**src/mpc_pkg.sv**
```systemverilog
// ----------------------------------------------------------------------------
// mpc_pkg - shared definitions for the motor position compensator
// Fixed-point formats, filter coefficients, register indexes and the small
// structures passed between the compensator modules.
// ----------------------------------------------------------------------------
package mpc_pkg;

  localparam int FRAC_BITS   = 16;
  localparam int COUNT_WIDTH = 16;

  localparam int COEF_FRAC = 24;
  localparam int COEF_W    = 28;
  localparam int DATA_W    = 32;
  localparam int VOLT_W    = 21;
  localparam int LIM_W     = 20;
  localparam int PERIOD_W  = 16;
  localparam int TERM_W    = COEF_W + DATA_W;
  localparam int SUM_W     = TERM_W + 2;
  localparam int ROUND_W   = SUM_W - COEF_FRAC;

  localparam int DIGIT_W     = 4;
  localparam int DIGITS      = DATA_W / DIGIT_W;
  localparam int DIGIT_CNT_W = $clog2(DIGITS);

  localparam int NUM_TERMS  = 7;
  localparam int TERM_IDX_W = $clog2(NUM_TERMS);

  localparam int STEP_DIVISOR = 144;
  localparam int STEP_BIAS    = STEP_DIVISOR / 2;
  localparam int STEP_NUM_W   = COUNT_WIDTH + FRAC_BITS;
  localparam int STEP_REM_W   = $clog2(STEP_DIVISOR);
  localparam int STEP_CNT_W   = $clog2(STEP_NUM_W);

  localparam int V_MAX       = 1048575;
  localparam int V_BIAS      = 12 * (2 ** FRAC_BITS);
  localparam int BIAS_W      = VOLT_W + 1;
  localparam int PROD_W      = BIAS_W + PERIOD_W + 1;
  localparam int PWM_SHIFT   = FRAC_BITS + 3;
  localparam int QUO_W       = PROD_W - 1 - PWM_SHIFT;
  localparam int RECIP_SHIFT = 21;
  localparam int RECIP_W     = 20;
  localparam int RECIP       = (2 ** RECIP_SHIFT + 2) / 3;
  localparam int SCALE_W     = QUO_W + RECIP_W;

  localparam logic signed [COEF_W-1:0] K_ERR0  = 28'sd60767076;
  localparam logic signed [COEF_W-1:0] K_ERR1  = -28'sd82476794;
  localparam logic signed [COEF_W-1:0] K_ERR2  = 28'sd49727668;
  localparam logic signed [COEF_W-1:0] K_ERR3  = 28'sd11235702;
  localparam logic signed [COEF_W-1:0] K_OUT01 = 28'sd140119;
  localparam logic signed [COEF_W-1:0] K_OUT2  = -28'sd249477;
  localparam logic signed [COEF_W-1:0] K_OUT3  = -28'sd9805;

  localparam int CFG_IDX_W = 3;

  typedef enum logic [CFG_IDX_W-1:0] {
    REG_TARGET_ANGLE    = 3'd0,
    REG_DRIVE_LIMIT     = 3'd1,
    REG_DEAD_THRESHOLD  = 3'd2,
    REG_FRICTION_OFFSET = 3'd3,
    REG_PWM_PERIOD      = 3'd4
  } cfg_reg_t;

  typedef enum logic [TERM_IDX_W-1:0] {
    TERM_ERR1  = 3'd0,
    TERM_ERR2  = 3'd1,
    TERM_ERR3  = 3'd2,
    TERM_OUT1  = 3'd3,
    TERM_OUT2  = 3'd4,
    TERM_OUT3  = 3'd5,
    TERM_ERR0  = 3'd6
  } term_t;

  typedef struct packed {
    logic ready;
    logic idle;
  } mac_status_t;

  typedef struct packed {
    logic [LIM_W-1:0]    drive_limit;
    logic [LIM_W-1:0]    dead_threshold;
    logic [LIM_W-1:0]    friction_offset;
    logic [PERIOD_W-1:0] pwm_period;
  } shaper_cfg_t;

  function automatic logic signed [COEF_W-1:0] term_coef(input logic [TERM_IDX_W-1:0] idx);
    logic signed [COEF_W-1:0] k;
    case (idx)
      TERM_ERR1: k = K_ERR1;
      TERM_ERR2: k = K_ERR2;
      TERM_ERR3: k = K_ERR3;
      TERM_OUT1: k = K_OUT01;
      TERM_OUT2: k = K_OUT2;
      TERM_OUT3: k = K_OUT3;
      TERM_ERR0: k = K_ERR0;
      default:   k = '0;
    endcase
    return k;
  endfunction

endpackage

```
**src/motor_position_compensator.sv**
```systemverilog
// ----------------------------------------------------------------------------
// motor_position_compensator - digit-serial position compensator
// Encoder angle tracking, fixed difference-equation compensator, voltage
// clamp with friction compensation and PWM compare output.
// ----------------------------------------------------------------------------
// One input transfer per control tick yields one result transfer. In a tick, the
// seven filter products pass through one digit-serial multiply-accumulate
// unit one after another, followed by the shaping pipeline, while the angle
// step divider (one bit per cycle) runs alongside the first products. A new
// tick is taken as soon as the previous result sits in the output register,
// even if that result has not yet been taken. Configuration writes are taken
// at any time but should only be made between ticks.
// ----------------------------------------------------------------------------
module motor_position_compensator (
  input  logic                              clk,
  input  logic                              rst,
  input  logic                              s_tvalid,
  output logic                              s_tready,
  input  logic [15:0]                       s_tdata,   // [15:0] count_delta
  input  logic [0:0]                        s_tuser,   // [0] enabled
  output logic                              m_tvalid,
  input  logic                              m_tready,
  // [15:0] compare_value, [36:16] drive_voltage, [68:37] angle_now,
  // [100:69] angle_error, [103:101] zero
  output logic [103:0]                      m_tdata,
  input  logic                              cfg_we,
  input  logic [mpc_pkg::CFG_IDX_W-1:0]     cfg_index,
  input  logic [31:0]                       cfg_data
);

  localparam int OutBits = mpc_pkg::PERIOD_W + mpc_pkg::VOLT_W + 2 * mpc_pkg::DATA_W;
  localparam int PadBits = 104 - OutBits;

  typedef enum logic [4:0] {
    ST_IDLE  = 5'b00001,
    ST_RUN   = 5'b00010,
    ST_DRAIN = 5'b00100,
    ST_POST  = 5'b01000,
    ST_HOLD  = 5'b10000
  } state_t;

  state_t state;

  logic signed [mpc_pkg::DATA_W-1:0]    target_angle;
  mpc_pkg::shaper_cfg_t                 shp_cfg;

  logic signed [mpc_pkg::DATA_W-1:0]    angle;
  logic signed [mpc_pkg::DATA_W-1:0]    angle_next;
  logic signed [mpc_pkg::DATA_W-1:0]    err;
  logic signed [mpc_pkg::DATA_W-1:0]    err_next;
  logic signed [mpc_pkg::DATA_W:0]      err_diff;
  logic signed [mpc_pkg::DATA_W-1:0]    setpoint;
  logic signed [mpc_pkg::DATA_W-1:0]    err_hist [3];
  logic signed [mpc_pkg::VOLT_W-1:0]    volt_hist [3];
  logic                                 en;
  logic                                 err_go;
  logic                                 err_ok;
  logic [mpc_pkg::TERM_IDX_W-1:0]       term_idx;

  logic                                 accept;
  logic                                 out_free;

  logic                                 div_done;
  logic [mpc_pkg::STEP_NUM_W-1:0]       div_quot;
  logic                                 div_neg;

  logic                                 mac_ld;
  logic [mpc_pkg::DATA_W-1:0]           mac_op;
  logic signed [mpc_pkg::COEF_W-1:0]    mac_coef;
  mpc_pkg::mac_status_t                 mac_st;
  logic signed [mpc_pkg::SUM_W-1:0]     mac_acc;

  logic                                 shp_start;
  logic                                 shp_done;
  logic signed [mpc_pkg::VOLT_W-1:0]    shp_volt;
  logic [mpc_pkg::PERIOD_W-1:0]         shp_cmp;

  assign s_tready  = state == ST_IDLE;
  assign accept    = s_tvalid && s_tready;
  assign out_free  = !m_tvalid || m_tready;
  assign shp_start = (state == ST_DRAIN) && mac_st.idle;
  assign mac_ld    = (state == ST_RUN) && mac_st.ready
                  && ((term_idx != mpc_pkg::TERM_ERR0) || err_ok);
  assign mac_coef  = mpc_pkg::term_coef(term_idx);

  assign angle_next = div_neg ? angle - mpc_pkg::DATA_W'(div_quot)
                              : angle + mpc_pkg::DATA_W'(div_quot);
  assign setpoint   = en ? target_angle : '0;
  assign err_diff   = (mpc_pkg::DATA_W + 1)'(setpoint) - (mpc_pkg::DATA_W + 1)'(angle);

  always_comb begin
    if (err_diff[mpc_pkg::DATA_W] != err_diff[mpc_pkg::DATA_W-1]) begin
      err_next = err_diff[mpc_pkg::DATA_W] ? {1'b1, {(mpc_pkg::DATA_W-1){1'b0}}}
                                           : {1'b0, {(mpc_pkg::DATA_W-1){1'b1}}};
    end else begin
      err_next = err_diff[mpc_pkg::DATA_W-1:0];
    end
  end

  always_comb begin
    case (term_idx)
      mpc_pkg::TERM_ERR1: mac_op = en ? err_hist[0] : '0;
      mpc_pkg::TERM_ERR2: mac_op = en ? err_hist[1] : '0;
      mpc_pkg::TERM_ERR3: mac_op = en ? err_hist[2] : '0;
      mpc_pkg::TERM_OUT1: mac_op = en ? mpc_pkg::DATA_W'(volt_hist[0]) : '0;
      mpc_pkg::TERM_OUT2: mac_op = en ? mpc_pkg::DATA_W'(volt_hist[1]) : '0;
      mpc_pkg::TERM_OUT3: mac_op = en ? mpc_pkg::DATA_W'(volt_hist[2]) : '0;
      mpc_pkg::TERM_ERR0: mac_op = err;
      default:            mac_op = '0;
    endcase
  end

  mpc_step_div u_step_div (
    .clk         (clk),
    .rst         (rst),
    .start       (accept),
    .count_delta (s_tdata[mpc_pkg::COUNT_WIDTH-1:0]),
    .done        (div_done),
    .quotient    (div_quot),
    .step_neg    (div_neg)
  );

  mpc_digit_mac u_mac (
    .clk     (clk),
    .rst     (rst),
    .clr     (accept),
    .ld      (mac_ld),
    .operand (mac_op),
    .coef    (mac_coef),
    .status  (mac_st),
    .acc     (mac_acc)
  );

  mpc_drive_shaper u_shaper (
    .clk           (clk),
    .rst           (rst),
    .start         (shp_start),
    .sum           (mac_acc),
    .cfg           (shp_cfg),
    .done          (shp_done),
    .drive_voltage (shp_volt),
    .compare_value (shp_cmp)
  );

  always_ff @(posedge clk) begin
    if (rst) begin
      state                   <= ST_IDLE;
      m_tvalid                <= 1'b0;
      target_angle            <= 32'sd5898240;
      shp_cfg.drive_limit     <= 20'd786432;
      shp_cfg.dead_threshold  <= 20'd137626;
      shp_cfg.friction_offset <= 20'd117965;
      shp_cfg.pwm_period      <= 16'd8999;
      angle                   <= '0;
      err_go                  <= 1'b0;
      err_ok                  <= 1'b0;
      term_idx                <= '0;
      en                      <= 1'b0;
      for (int i = 0; i < 3; i++) begin
        err_hist[i]  <= '0;
        volt_hist[i] <= '0;
      end
    end else begin
      if (cfg_we) begin
        case (cfg_index)
          mpc_pkg::REG_TARGET_ANGLE:    target_angle <= cfg_data;
          mpc_pkg::REG_DRIVE_LIMIT:     shp_cfg.drive_limit <= cfg_data[mpc_pkg::LIM_W-1:0];
          mpc_pkg::REG_DEAD_THRESHOLD:  shp_cfg.dead_threshold <= cfg_data[mpc_pkg::LIM_W-1:0];
          mpc_pkg::REG_FRICTION_OFFSET: shp_cfg.friction_offset <= cfg_data[mpc_pkg::LIM_W-1:0];
          mpc_pkg::REG_PWM_PERIOD:      shp_cfg.pwm_period <= cfg_data[mpc_pkg::PERIOD_W-1:0];
          default: ;
        endcase
      end

      if (m_tvalid && m_tready) begin
        m_tvalid <= 1'b0;
      end

      err_go <= div_done;
      if (div_done) begin
        angle <= angle_next;
      end
      if (err_go) begin
        err    <= err_next;
        err_ok <= 1'b1;
      end

      case (state)
        ST_IDLE: begin
          if (accept) begin
            en       <= s_tuser[0];
            term_idx <= '0;
            err_ok   <= 1'b0;
            state    <= ST_RUN;
          end
        end
        ST_RUN: begin
          if (mac_ld) begin
            term_idx <= term_idx + 1'b1;
            if (term_idx == mpc_pkg::TERM_ERR0) begin
              state <= ST_DRAIN;
            end
          end
        end
        ST_DRAIN: begin
          if (mac_st.idle) begin
            state <= ST_POST;
          end
        end
        ST_POST: begin
          if (shp_done) begin
            err_hist[0]  <= err;
            volt_hist[0] <= shp_volt;
            err_hist[1]  <= en ? err_hist[0] : '0;
            err_hist[2]  <= en ? err_hist[1] : '0;
            volt_hist[1] <= en ? volt_hist[0] : '0;
            volt_hist[2] <= en ? volt_hist[1] : '0;
            if (out_free) begin
              m_tdata  <= {{PadBits{1'b0}}, err, angle, shp_volt, shp_cmp};
              m_tvalid <= 1'b1;
              state    <= ST_IDLE;
            end else begin
              state <= ST_HOLD;
            end
          end
        end
        ST_HOLD: begin
          if (m_tready) begin
            m_tdata  <= {{PadBits{1'b0}}, err, angle, shp_volt, shp_cmp};
            m_tvalid <= 1'b1;
            state    <= ST_IDLE;
          end
        end
        default: begin
          state <= ST_IDLE;
        end
      endcase
    end
  end

endmodule

```
**src/mpc_step_div.sv**
```systemverilog
// ----------------------------------------------------------------------------
// mpc_step_div - bit-serial angle step divider
// Divides the scaled encoder count magnitude by the counts-per-degree
// constant with round-to-nearest, one quotient bit per clock cycle.
// ----------------------------------------------------------------------------
module mpc_step_div (
  input  logic                                    clk,
  input  logic                                    rst,
  input  logic                                    start,
  input  logic signed [mpc_pkg::COUNT_WIDTH-1:0]  count_delta,
  output logic                                    done,
  output logic        [mpc_pkg::STEP_NUM_W-1:0]   quotient,
  output logic                                    step_neg
);

  logic                               busy;
  logic [mpc_pkg::STEP_CNT_W-1:0]     bit_cnt;
  logic [mpc_pkg::STEP_REM_W-1:0]     rem;
  logic [mpc_pkg::STEP_NUM_W-1:0]     num;
  logic [mpc_pkg::COUNT_WIDTH-1:0]    mag;
  logic [mpc_pkg::STEP_NUM_W-1:0]     num_init;
  logic [mpc_pkg::STEP_REM_W:0]       trial;
  logic                               fits;

  assign mag      = count_delta[mpc_pkg::COUNT_WIDTH-1] ? (~count_delta + 1'b1) : count_delta;
  assign num_init = {mag, {mpc_pkg::FRAC_BITS{1'b0}}}
                  + mpc_pkg::STEP_NUM_W'(mpc_pkg::STEP_BIAS);
  assign trial    = {rem, num[mpc_pkg::STEP_NUM_W-1]};
  assign fits     = trial >= (mpc_pkg::STEP_REM_W + 1)'(mpc_pkg::STEP_DIVISOR);
  assign quotient = num;

  always_ff @(posedge clk) begin
    if (rst) begin
      busy    <= 1'b0;
      done    <= 1'b0;
      bit_cnt <= '0;
    end else begin
      done <= 1'b0;
      if (start) begin
        busy     <= 1'b1;
        bit_cnt  <= '0;
        rem      <= '0;
        num      <= num_init;
        step_neg <= ~count_delta[mpc_pkg::COUNT_WIDTH-1];
      end else if (busy) begin
        if (fits) begin
          rem <= mpc_pkg::STEP_REM_W'(trial - (mpc_pkg::STEP_REM_W + 1)'(mpc_pkg::STEP_DIVISOR));
        end else begin
          rem <= trial[mpc_pkg::STEP_REM_W-1:0];
        end
        num     <= {num[mpc_pkg::STEP_NUM_W-2:0], fits};
        bit_cnt <= bit_cnt + 1'b1;
        if (bit_cnt == mpc_pkg::STEP_CNT_W'(mpc_pkg::STEP_NUM_W - 1)) begin
          busy <= 1'b0;
          done <= 1'b1;
        end
      end
    end
  end

endmodule

```
**src/mpc_digit_mac.sv**
```systemverilog
// ----------------------------------------------------------------------------
// mpc_digit_mac - digit-serial multiply-accumulate unit
// Multiplies a signed operand by a filter coefficient one four-bit digit per
// cycle, most significant digit first, and adds each finished term to the sum.
// ----------------------------------------------------------------------------
module mpc_digit_mac (
  input  logic                                  clk,
  input  logic                                  rst,
  input  logic                                  clr,
  input  logic                                  ld,
  input  logic        [mpc_pkg::DATA_W-1:0]     operand,
  input  logic signed [mpc_pkg::COEF_W-1:0]     coef,
  output mpc_pkg::mac_status_t                  status,
  output logic signed [mpc_pkg::SUM_W-1:0]      acc
);

  logic                                 active;
  logic                                 pend;
  logic [mpc_pkg::DIGIT_CNT_W-1:0]      dig_cnt;
  logic [mpc_pkg::DATA_W-1:0]           x;
  logic signed [mpc_pkg::COEF_W-1:0]    k;
  logic signed [mpc_pkg::TERM_W-1:0]    term;
  logic signed [mpc_pkg::DIGIT_W:0]     digit;
  logic signed [mpc_pkg::COEF_W+mpc_pkg::DIGIT_W:0] kd;
  logic signed [mpc_pkg::TERM_W-1:0]    term_next;
  logic                                 first;
  logic                                 last;

  assign first = dig_cnt == '0;
  assign last  = active && (dig_cnt == mpc_pkg::DIGIT_CNT_W'(mpc_pkg::DIGITS - 1));
  assign digit = {first ? x[mpc_pkg::DATA_W-1] : 1'b0, x[mpc_pkg::DATA_W-1 -: mpc_pkg::DIGIT_W]};
  assign kd    = (mpc_pkg::COEF_W + mpc_pkg::DIGIT_W + 1)'(k)
               * (mpc_pkg::COEF_W + mpc_pkg::DIGIT_W + 1)'(digit);
  assign term_next = (first ? '0 : (term <<< mpc_pkg::DIGIT_W)) + mpc_pkg::TERM_W'(kd);

  assign status.ready = !active || last;
  assign status.idle  = !active && !pend;

  always_ff @(posedge clk) begin
    if (rst) begin
      active  <= 1'b0;
      pend    <= 1'b0;
      dig_cnt <= '0;
    end else begin
      pend <= last;
      if (ld) begin
        active  <= 1'b1;
        dig_cnt <= '0;
        x       <= operand;
        k       <= coef;
      end else if (active) begin
        dig_cnt <= dig_cnt + 1'b1;
        x       <= x << mpc_pkg::DIGIT_W;
        if (last) begin
          active <= 1'b0;
        end
      end
      if (active) begin
        term <= term_next;
      end
      if (clr) begin
        acc <= '0;
      end else if (pend) begin
        acc <= acc + mpc_pkg::SUM_W'(term);
      end
    end
  end

endmodule

```
**src/mpc_drive_shaper.sv**
```systemverilog
// ----------------------------------------------------------------------------
// mpc_drive_shaper - drive voltage shaping and PWM scaling
// Rounds the filter sum, applies the voltage clamp, the friction offset and
// saturation, then scales the voltage to a PWM compare value in five stages.
// ----------------------------------------------------------------------------
module mpc_drive_shaper (
  input  logic                                  clk,
  input  logic                                  rst,
  input  logic                                  start,
  input  logic signed [mpc_pkg::SUM_W-1:0]      sum,
  input  mpc_pkg::shaper_cfg_t                  cfg,
  output logic                                  done,
  output logic signed [mpc_pkg::VOLT_W-1:0]     drive_voltage,
  output logic        [mpc_pkg::PERIOD_W-1:0]   compare_value
);

  logic [4:0]                               stage_vld;
  logic signed [mpc_pkg::SUM_W-1:0]         sum_rnd;
  logic signed [mpc_pkg::ROUND_W-1:0]       u_r;
  logic                                     u_neg;
  logic [mpc_pkg::ROUND_W-1:0]              u_mag;
  logic signed [mpc_pkg::BIAS_W-1:0]        u_low;
  logic signed [mpc_pkg::BIAS_W-1:0]        shaped;
  logic signed [mpc_pkg::VOLT_W-1:0]        volt_sat;
  logic signed [mpc_pkg::BIAS_W-1:0]        biased;
  logic signed [mpc_pkg::PROD_W-1:0]        scaled;
  logic [mpc_pkg::QUO_W-1:0]                coarse;
  logic [mpc_pkg::SCALE_W-1:0]              recip_prod;
  logic [mpc_pkg::SCALE_W-mpc_pkg::RECIP_SHIFT-1:0] quo;

  assign sum_rnd = sum + mpc_pkg::SUM_W'(2 ** (mpc_pkg::COEF_FRAC - 1));
  assign u_neg   = u_r[mpc_pkg::ROUND_W-1];
  assign u_mag   = u_neg ? mpc_pkg::ROUND_W'(-u_r) : mpc_pkg::ROUND_W'(u_r);
  assign u_low   = u_r[mpc_pkg::BIAS_W-1:0];

  always_comb begin
    if (u_mag > mpc_pkg::ROUND_W'(cfg.drive_limit)) begin
      shaped = u_neg ? -mpc_pkg::BIAS_W'(cfg.drive_limit) : mpc_pkg::BIAS_W'(cfg.drive_limit);
    end else if (u_mag < mpc_pkg::ROUND_W'(cfg.dead_threshold)) begin
      shaped = u_neg ? u_low - mpc_pkg::BIAS_W'(cfg.friction_offset)
                     : u_low + mpc_pkg::BIAS_W'(cfg.friction_offset);
    end else begin
      shaped = u_low;
    end
    if (shaped > mpc_pkg::BIAS_W'(mpc_pkg::V_MAX)) begin
      volt_sat = mpc_pkg::VOLT_W'(mpc_pkg::V_MAX);
    end else if (shaped < -mpc_pkg::BIAS_W'(mpc_pkg::V_MAX)) begin
      volt_sat = -mpc_pkg::VOLT_W'(mpc_pkg::V_MAX);
    end else begin
      volt_sat = shaped[mpc_pkg::VOLT_W-1:0];
    end
  end

  assign biased = mpc_pkg::BIAS_W'(drive_voltage) + mpc_pkg::BIAS_W'(mpc_pkg::V_BIAS);
  assign coarse = (scaled <= 0) ? '0 : scaled[mpc_pkg::PROD_W-2:mpc_pkg::PWM_SHIFT];
  assign quo    = recip_prod[mpc_pkg::SCALE_W-1:mpc_pkg::RECIP_SHIFT];
  assign done   = stage_vld[4];

  always_ff @(posedge clk) begin
    if (rst) begin
      stage_vld <= '0;
    end else begin
      stage_vld <= {stage_vld[3:0], start};
    end
  end

  always_ff @(posedge clk) begin
    if (start) begin
      u_r <= sum_rnd[mpc_pkg::SUM_W-1:mpc_pkg::COEF_FRAC];
    end
    if (stage_vld[0]) begin
      drive_voltage <= volt_sat;
    end
    if (stage_vld[1]) begin
      scaled <= mpc_pkg::PROD_W'(biased) * mpc_pkg::PROD_W'($signed({1'b0, cfg.pwm_period}));
    end
    if (stage_vld[2]) begin
      recip_prod <= mpc_pkg::SCALE_W'(coarse) * mpc_pkg::SCALE_W'(mpc_pkg::RECIP);
    end
    if (stage_vld[3]) begin
      if (quo > mpc_pkg::SCALE_W'(cfg.pwm_period)) begin
        compare_value <= cfg.pwm_period;
      end else begin
        compare_value <= quo[mpc_pkg::PERIOD_W-1:0];
      end
    end
  end

endmodule

```
**config.mk**
```make
export PLATFORM = sky130hd
export DESIGN_NAME = motor_position_compensator
export DESIGN_NICKNAME = d
export VERILOG_FILES = /design/src/mpc_pkg.sv /design/src/motor_position_compensator.sv /design/src/mpc_step_div.sv /design/src/mpc_digit_mac.sv /design/src/mpc_drive_shaper.sv
export SDC_FILE = /design/constraint.sdc
export NUM_CORES = 2
export LEC_CHECK = 0
export ABC_CLOCK_PERIOD_IN_PS = 9300
export BUFFER_PORTS_ARGS = -buffer_cell sky130_fd_sc_hd__clkbuf_2
export CAP_MARGIN = 20
export CORE_UTILIZATION = 59
export CTS_CLUSTER_DIAMETER = 60
export DETAILED_ROUTE_END_ITERATION = 7
export PLACE_DENSITY = 0.79
export SYNTH_ARGS = -nofsm -noshare
export SYNTH_HDL_FRONTEND = slang
export SYNTH_SLANG_ARGS = --single-unit
```
**constraint.sdc**
```tcl
create_clock -name clk -period 9.3 [get_ports clk]
set_clock_uncertainty 0.2 [all_clocks]
set_input_delay 0.93 -clock clk [delete_from_list [all_inputs] [get_ports clk]]
set_output_delay 0.93 -clock clk [all_outputs]
set_load 0.01 [all_outputs]
```
# Yosys cells after proc, flatten, opt, wreduce, memory -nomap -nowiden
# Memory sizes are Yosys's and may differ from the RTL's.
# Cells that the tools add are included.
[word_totals]
memories = 2
latch_bits = 0
inputBits = 57
register_bits = 681
romBits = 0
ram_bits = 159
[memory_table]
columns = ["memory", "depth", "word_bits", "rd", "rd_ports_with_merged_regs", "write_ports", "line_no", "text"]
rows = [
  ["err_hist", 3, 32, 3, 0, 3, "motor_position_compensator.sv:53", "logic signed [mpc_pkg::DATA_W-1:0] err_hist [3];"],
  ["volt_hist", 3, 21, 3, 0, 3, "motor_position_compensator.sv:54", "logic signed [mpc_pkg::VOLT_W-1:0] volt_hist [3];"],
]
[classes]
n_lt_le_gt_ge = 7
mux = 74
div_mod_pow = 0
mul = 3
n_addsub = 17
bitwise = 10
shift = 0
eq_ne = 26
reduce_logical = 41
[ops]
columns = ["cell", "n"]
rows = [
  ["$mux W32", 17],
  ["$mux W104", 3],
  ["$pmux W32 S7", 1],
  ["$pmux W104 S2", 1],
  ["$pmux W28 S7", 1],
  ["$mux W21", 6],
  ["$mux W22", 4],
  ["$add A62 B25 Y62 const B", 1],
  ["$add A62 B60 Y62", 1],
  ["$mux W62", 1],
  ["$add A60 B60 Y60", 1],
  ["$mux W60", 1],
  ["$le A39 B1 Y1 const B", 1],
  ["$mul A19 B20 Y39 const B", 1],
  ["$mul A22 B17 Y39", 1],
  ["$gt A38 B20 Y1", 1],
  ["$lt A38 B20 Y1", 1],
  ["$mux W38", 1],
  ["$neg A38 Y38", 1],
  ["$mux W5", 7],
  ["$mul A28 B5 Y33", 1],
  ["$sub A32 B32 Y33", 1],
  ["$add A32 B32 Y32", 1],
  ["$add A32 B7 Y32 const B", 1],
  ["47 further kinds", 122],
]

# Depth between registers and ports, before layout
[logic_depth]
word_depth = 7
mapped_depth = 37
ltp_nobuf = 36

# Modules after synthesis
# Synthesis repeated with hierarchy kept, for this count alone.
[hier_totals]
cells_unflattened = 7187
hier_area_um2 = 69977.1
[modules_own_cells]
columns = ["mod", "seq_area_each_um2", "n_inst", "area_each_um2", "cells_each"]
rows = [
  ["mpc_drive_shaper", 4063.9, 1, 28147.0, 2991],
  ["motor_position_compensator", 11811.3, 1, 21127.8, 2016],
  ["mpc_digit_mac", 5565.3, 1, 18363.9, 1976],
  ["mpc_step_div", 1371.3, 1, 2338.5, 204],
]

# Worst setup path after synthesis
# OpenSTA, ideal clock, no wires.
[synth_timing]
path_type = "input to register"
start = "in rst"
end = "reg m_tdata[0] (enable)"
slack_ps = -342
setup_ps = 710
arrival_time_ps = 8732
path_stages = 3
cell_sequence = "clkbuf_1 clkbuf_1 a211oi_1"
[synth_via]
elab_chain_cells = 2
[synth_rtl]
columns = ["item", "line_no", "text"]
rows = [
  ["from (decl)", "motor_position_compensator.sv:16", "input logic rst,"],
  ["$not A1 Y1 (no line)", "--", ""],
  ["$reduce_and A5 Y1 (no line)", "--", ""],
  ["to (signal assigned)", "motor_position_compensator.sv:219", "m_tdata <= {{PadBits{1'b0}}, err, angle, shp_volt, shp_cmp};"],
  ["to (signal assigned)", "motor_position_compensator.sv:229", "m_tdata <= {{PadBits{1'b0}}, err, angle, shp_volt, shp_cmp};"],
  ["to (decl)", "motor_position_compensator.sv:25", "output logic [103:0] m_tdata,"],
]
# No other way between the ends.
# A chain may end at the register's enable or synchronous reset.

# Worst setup path in the final report
[layout_timing]
start = "reg u_mac.dig_cnt[0] (netlist name)"
end = "reg u_mac.term[58] (netlist name), data pin"
[layout_via]
elab_chain_cells = 4
word_cells_on_any_way = 5
[layout_rtl]
columns = ["item", "line_no", "text"]
rows = [
  ["from (decl)", "mpc_digit_mac.sv:19", "logic [mpc_pkg::DIGIT_CNT_W-1:0] dig_cnt;"],
  ["from (signal assigned)", "mpc_digit_mac.sv:52", "dig_cnt <= dig_cnt + 1'b1;"],
  ["$logic_not A3 Y1 *", "mpc_digit_mac.sv:29", "assign first = dig_cnt == '0;"],
  ["$mux W1", "mpc_digit_mac.sv:31", "assign digit = {first ? x[mpc_pkg::DATA_W-1] : 1'b0, x[mpc_pkg::DATA_W-1 -: mpc_pkg::DIGIT_W]};"],
  ["$mul A28 B5 Y33", "mpc_digit_mac.sv:33", "* (mpc_pkg::COEF_W + mpc_pkg::DIGIT_W + 1)'(digit);"],
  ["$add A60 B60 Y60 *", "mpc_digit_mac.sv:34", "assign term_next = (first ? '0 : (term <<< mpc_pkg::DIGIT_W)) + mpc_pkg::TERM_W'(kd);"],
  ["named net u_mac.term_next, one bit", "mpc_digit_mac.sv:25", "logic signed [mpc_pkg::TERM_W-1:0] term_next;"],
  ["to (signal assigned)", "mpc_digit_mac.sv:59", "term <= term_next;"],
  ["to (decl)", "mpc_digit_mac.sv:22", "logic signed [mpc_pkg::TERM_W-1:0] term;"],
]
# The timed path passes the listed nets; every way through them passes the cells marked *.

==> impl_metrics.env <==
export IMPL_dr_pass1_iters=8
export IMPL_cts_hold_fix_buffers=0
export IMPL_yosysTopAreaCellShare=0.284
export IMPL_ys_seq_area_frac=0.334
export IMPL_postRouteAntennaNets=0
export IMPL_end_kind="register"
export IMPL_grt_antenna_before_repair=10
export IMPL_post_drt_wl_per_cell_um=19.9
export IMPL_path_class="reg2reg"
export IMPL_arrival_ns=9.11
export IMPL_min_path_type="reg2reg"
export IMPL_cts_sinks=810
export IMPL_vias=50993
export IMPL_cts_path_max_buffers=3
export IMPL_maxCapViolCount=0
export IMPL_power_density_nw_per_um2=235
export IMPL_io_pins=163
export IMPL_ys_seq_elements=810
export IMPL_syn_instance_count=6866
export IMPL_avgSynthCellArea_um2=9.86
export IMPL_clk_pin_slew_ns=0.06
export IMPL_drtIter0Drc=4851
export IMPL_viasPerCell=5.97
export IMPL_clkLatencyLatePin_ns=0.71
export IMPL_cellLeakagePower_nw=32.5
export IMPL_place_congestion=0.953
export IMPL_yosysTopAreaCell="edfxtp_1"
export IMPL_hpwl_um=128000
export IMPL_io_buffers=159
export IMPL_power_total_mw=17.3
export IMPL_cp_required_ns=9.52
export IMPL_nets=8114
export IMPL_path_max_fanout=22
export IMPL_clock_fmax_mhz=113
export IMPL_yosysMostFrequentCell="inv_1"
export IMPL_ys_warn_count=0
export IMPL_startpoint_type="register"
export IMPL_synth_edf_count=641
export IMPL_synth_area_um2=67700
export IMPL_max_stage_delay_ns=0.58
export IMPL_start_util=0.598
export IMPL_slew_headroom=0.280
export IMPL_crit_buf_inv=6
export IMPL_num_rows=123
export IMPL_outcome="complete, no violations"
export IMPL_h_tree_depth=3
export IMPL_crit_family="compound AO/OA/AOI/OAI gates"
export IMPL_synth_cell_types=86
export IMPL_finalCritPeriodShare=0.955
export IMPL_synthTopCellsByCount="inv_1 (915), edfxtp_1 (641), nand2_1 (630)"
export IMPL_tightest_slew_ns=1.08
export IMPL_synth_area_leaders="edfxtp_1 (28%), fa_1 (16%), ha_1 (10%), inv_1 (5.1%), dfxtp_1 (5.0%)"
export IMPL_dp_cells=8344
export IMPL_syn2layout_area_growth_pct=8.86
export IMPL_coreArea_um2=113000
export IMPL_final_cells=8536
export IMPL_root_buffer="clkbuf_16"
export IMPL_grt_pass1_vias=51076
export IMPL_drcViolationCount=0
export IMPL_gr_total_overflow=0
export IMPL_drive_above_1_share=0.0734
export IMPL_die_w_um=341
export IMPL_async_flop_share=0
export IMPL_drt_wl_total_um=170000
export IMPL_slew_violations=0
export IMPL_fp_dieH_um=341
export IMPL_ys_flop_type="edfxtp_1"
export IMPL_hold_viol_final=0
export IMPL_min_period_ns=8.88
export IMPL_grt_use_total=0.293
export IMPL_dieArea_um2=116000
export IMPL_grt_max_degree=155
export IMPL_cts_tree="built"
export IMPL_crit_slowest_cell="fa_1"
export IMPL_vdd_drop_max_v=0.000231
export IMPL_final_core_util=0.651
export IMPL_setup_viol=0
export IMPL_grt_pass1_wl_um=271000
export IMPL_cts_made_buffers=94
==> worst reg2reg max path, delay by kind of cell, from the launching register on <==
| kind | cells | cell delay [ns] |
|---|---|---|
| DFF | 1 | 0.37 |
| and+or+nand+nor | 7 | 1.58 |
| buffers and inverters | 6 | 0.72 |
| adders and majority gates | 6 | 2.42 |
| xor gates and xnor gates | 2 | 0.33 |
| AOI/OAI and AO/OA | 13 | 3.03 |
==> flip-flops by register name, indices dropped and copies added (netlist names), 21 cells and up <==
signal and count:
target_angle 32, shp_cfg 76, angle 32, err_hist 96
err 32, u_mac.term 60, volt_hist 63, u_step_div.quotient 32
u_mac.acc 62, u_mac.k 22, u_shaper.drive_voltage 21, m_tdata 101
u_mac.x 32, u_shaper.scaled 39, u_shaper.u_r 38
==> layout by cell type, fill, tap and decap left out, drive strengths merged, types with 169 or more instances in the layout <==
cell type and n:
inv 935, edfxtp 641, nand2 630, ha 566, fa 540, and2 406
nor2 394, a21oi 361, xnor2 266, clkbuf 264, o21ai 222, dfxtp 169
==> what timing repair did <==
item                                    CTS  global route
pin swaps                                 0             4
setup buffers                             0             4
endpoints found under the setup margin    1            12
gates resized for setup                   1            23
==> per-layer routing <==
metal  up-vias  wire, um  GRT usage
met1     24939     69400      0.393
met2      2035     80100      0.480
li1      23613         -          -
met5         -        81          0
met4        14      6100     0.0999
met3       392     14400     0.0538
==> cell families after synthesis <==
logic type	share of synthesized area
AOI/OAI and AO/OA	0.121
xor gates and xnor gates	0.0476
muxes	0.0108
buffers and inverters	0.0650
adders and majority gates	0.266
and+or+nand+nor	0.156
DFF	0.334
other	0.0000554
==> per-stage QoR <==
stage / hold slack [ns] / setup slack (ns) / cell area, um2 / setup TNS [ns]
5_1_grt: 0.228 / -0.0369 / 73700 / -0.0395
4_1_cts: 0.219 / 0.0866 / 73400 / 0
3_3_place_gp: 0.201 / 0.301 / 70000 / 0
2_1_floorplan: 0.200 / 0.150 / 67700 / 0
3_5_place_dp: 0.206 / -0.00793 / 70000 / -0.00793
6_report: 0.225 / 0.417 / 73700 / 0
==> final timing paths <==
check / depth (start not counted) / slack, ns / to / from
worst min register to register: 0 / 0.22 / m_tdata[13]$_DFFE_PP_ / u_shaper.compare_value[13]$_DFFE_PP_
worst max register to register: 34 / 0.42 / u_mac.term[58]$_DFFE_PP_ / u_mac.dig_cnt[0]$_SDFFE_PP0P_
worst max-delay path: 34 / 0.42 / u_mac.term[58]$_DFFE_PP_ / u_mac.dig_cnt[0]$_SDFFE_PP0P_
worst min-delay path: 0 / 0.22 / m_tdata[13]$_DFFE_PP_ / u_shaper.compare_value[13]$_DFFE_PP_
==> layout make-up <==
class | count | area (um2)
Clock inverter | 73 | 946
Clock buffer | 105 | 2430
Sequential cell | 810 | 22600
Antenna cell | 3 | 7.51
Tap cell | 1500 | 1880
Timing Repair Buffer | 233 | 1460
Multi-Input combinational cell | 4895 | 40900
Inverter | 917 | 3440
Fill cell | 8661 | 39400
==> power by group <==
| part | leakage, nW | total, mW | internal [mW] | switching [mW] |
|---|---|---|---|---|
| combinational | 23.4 | 8.45 | 3.44 | 5.01 |
| sequential | 7.40 | 4.87 | 4.62 | 0.250 |
| clock | 1.65 | 4.01 | 2.33 | 1.67 |
Note: power is estimated with default switching activity, not from simulation.
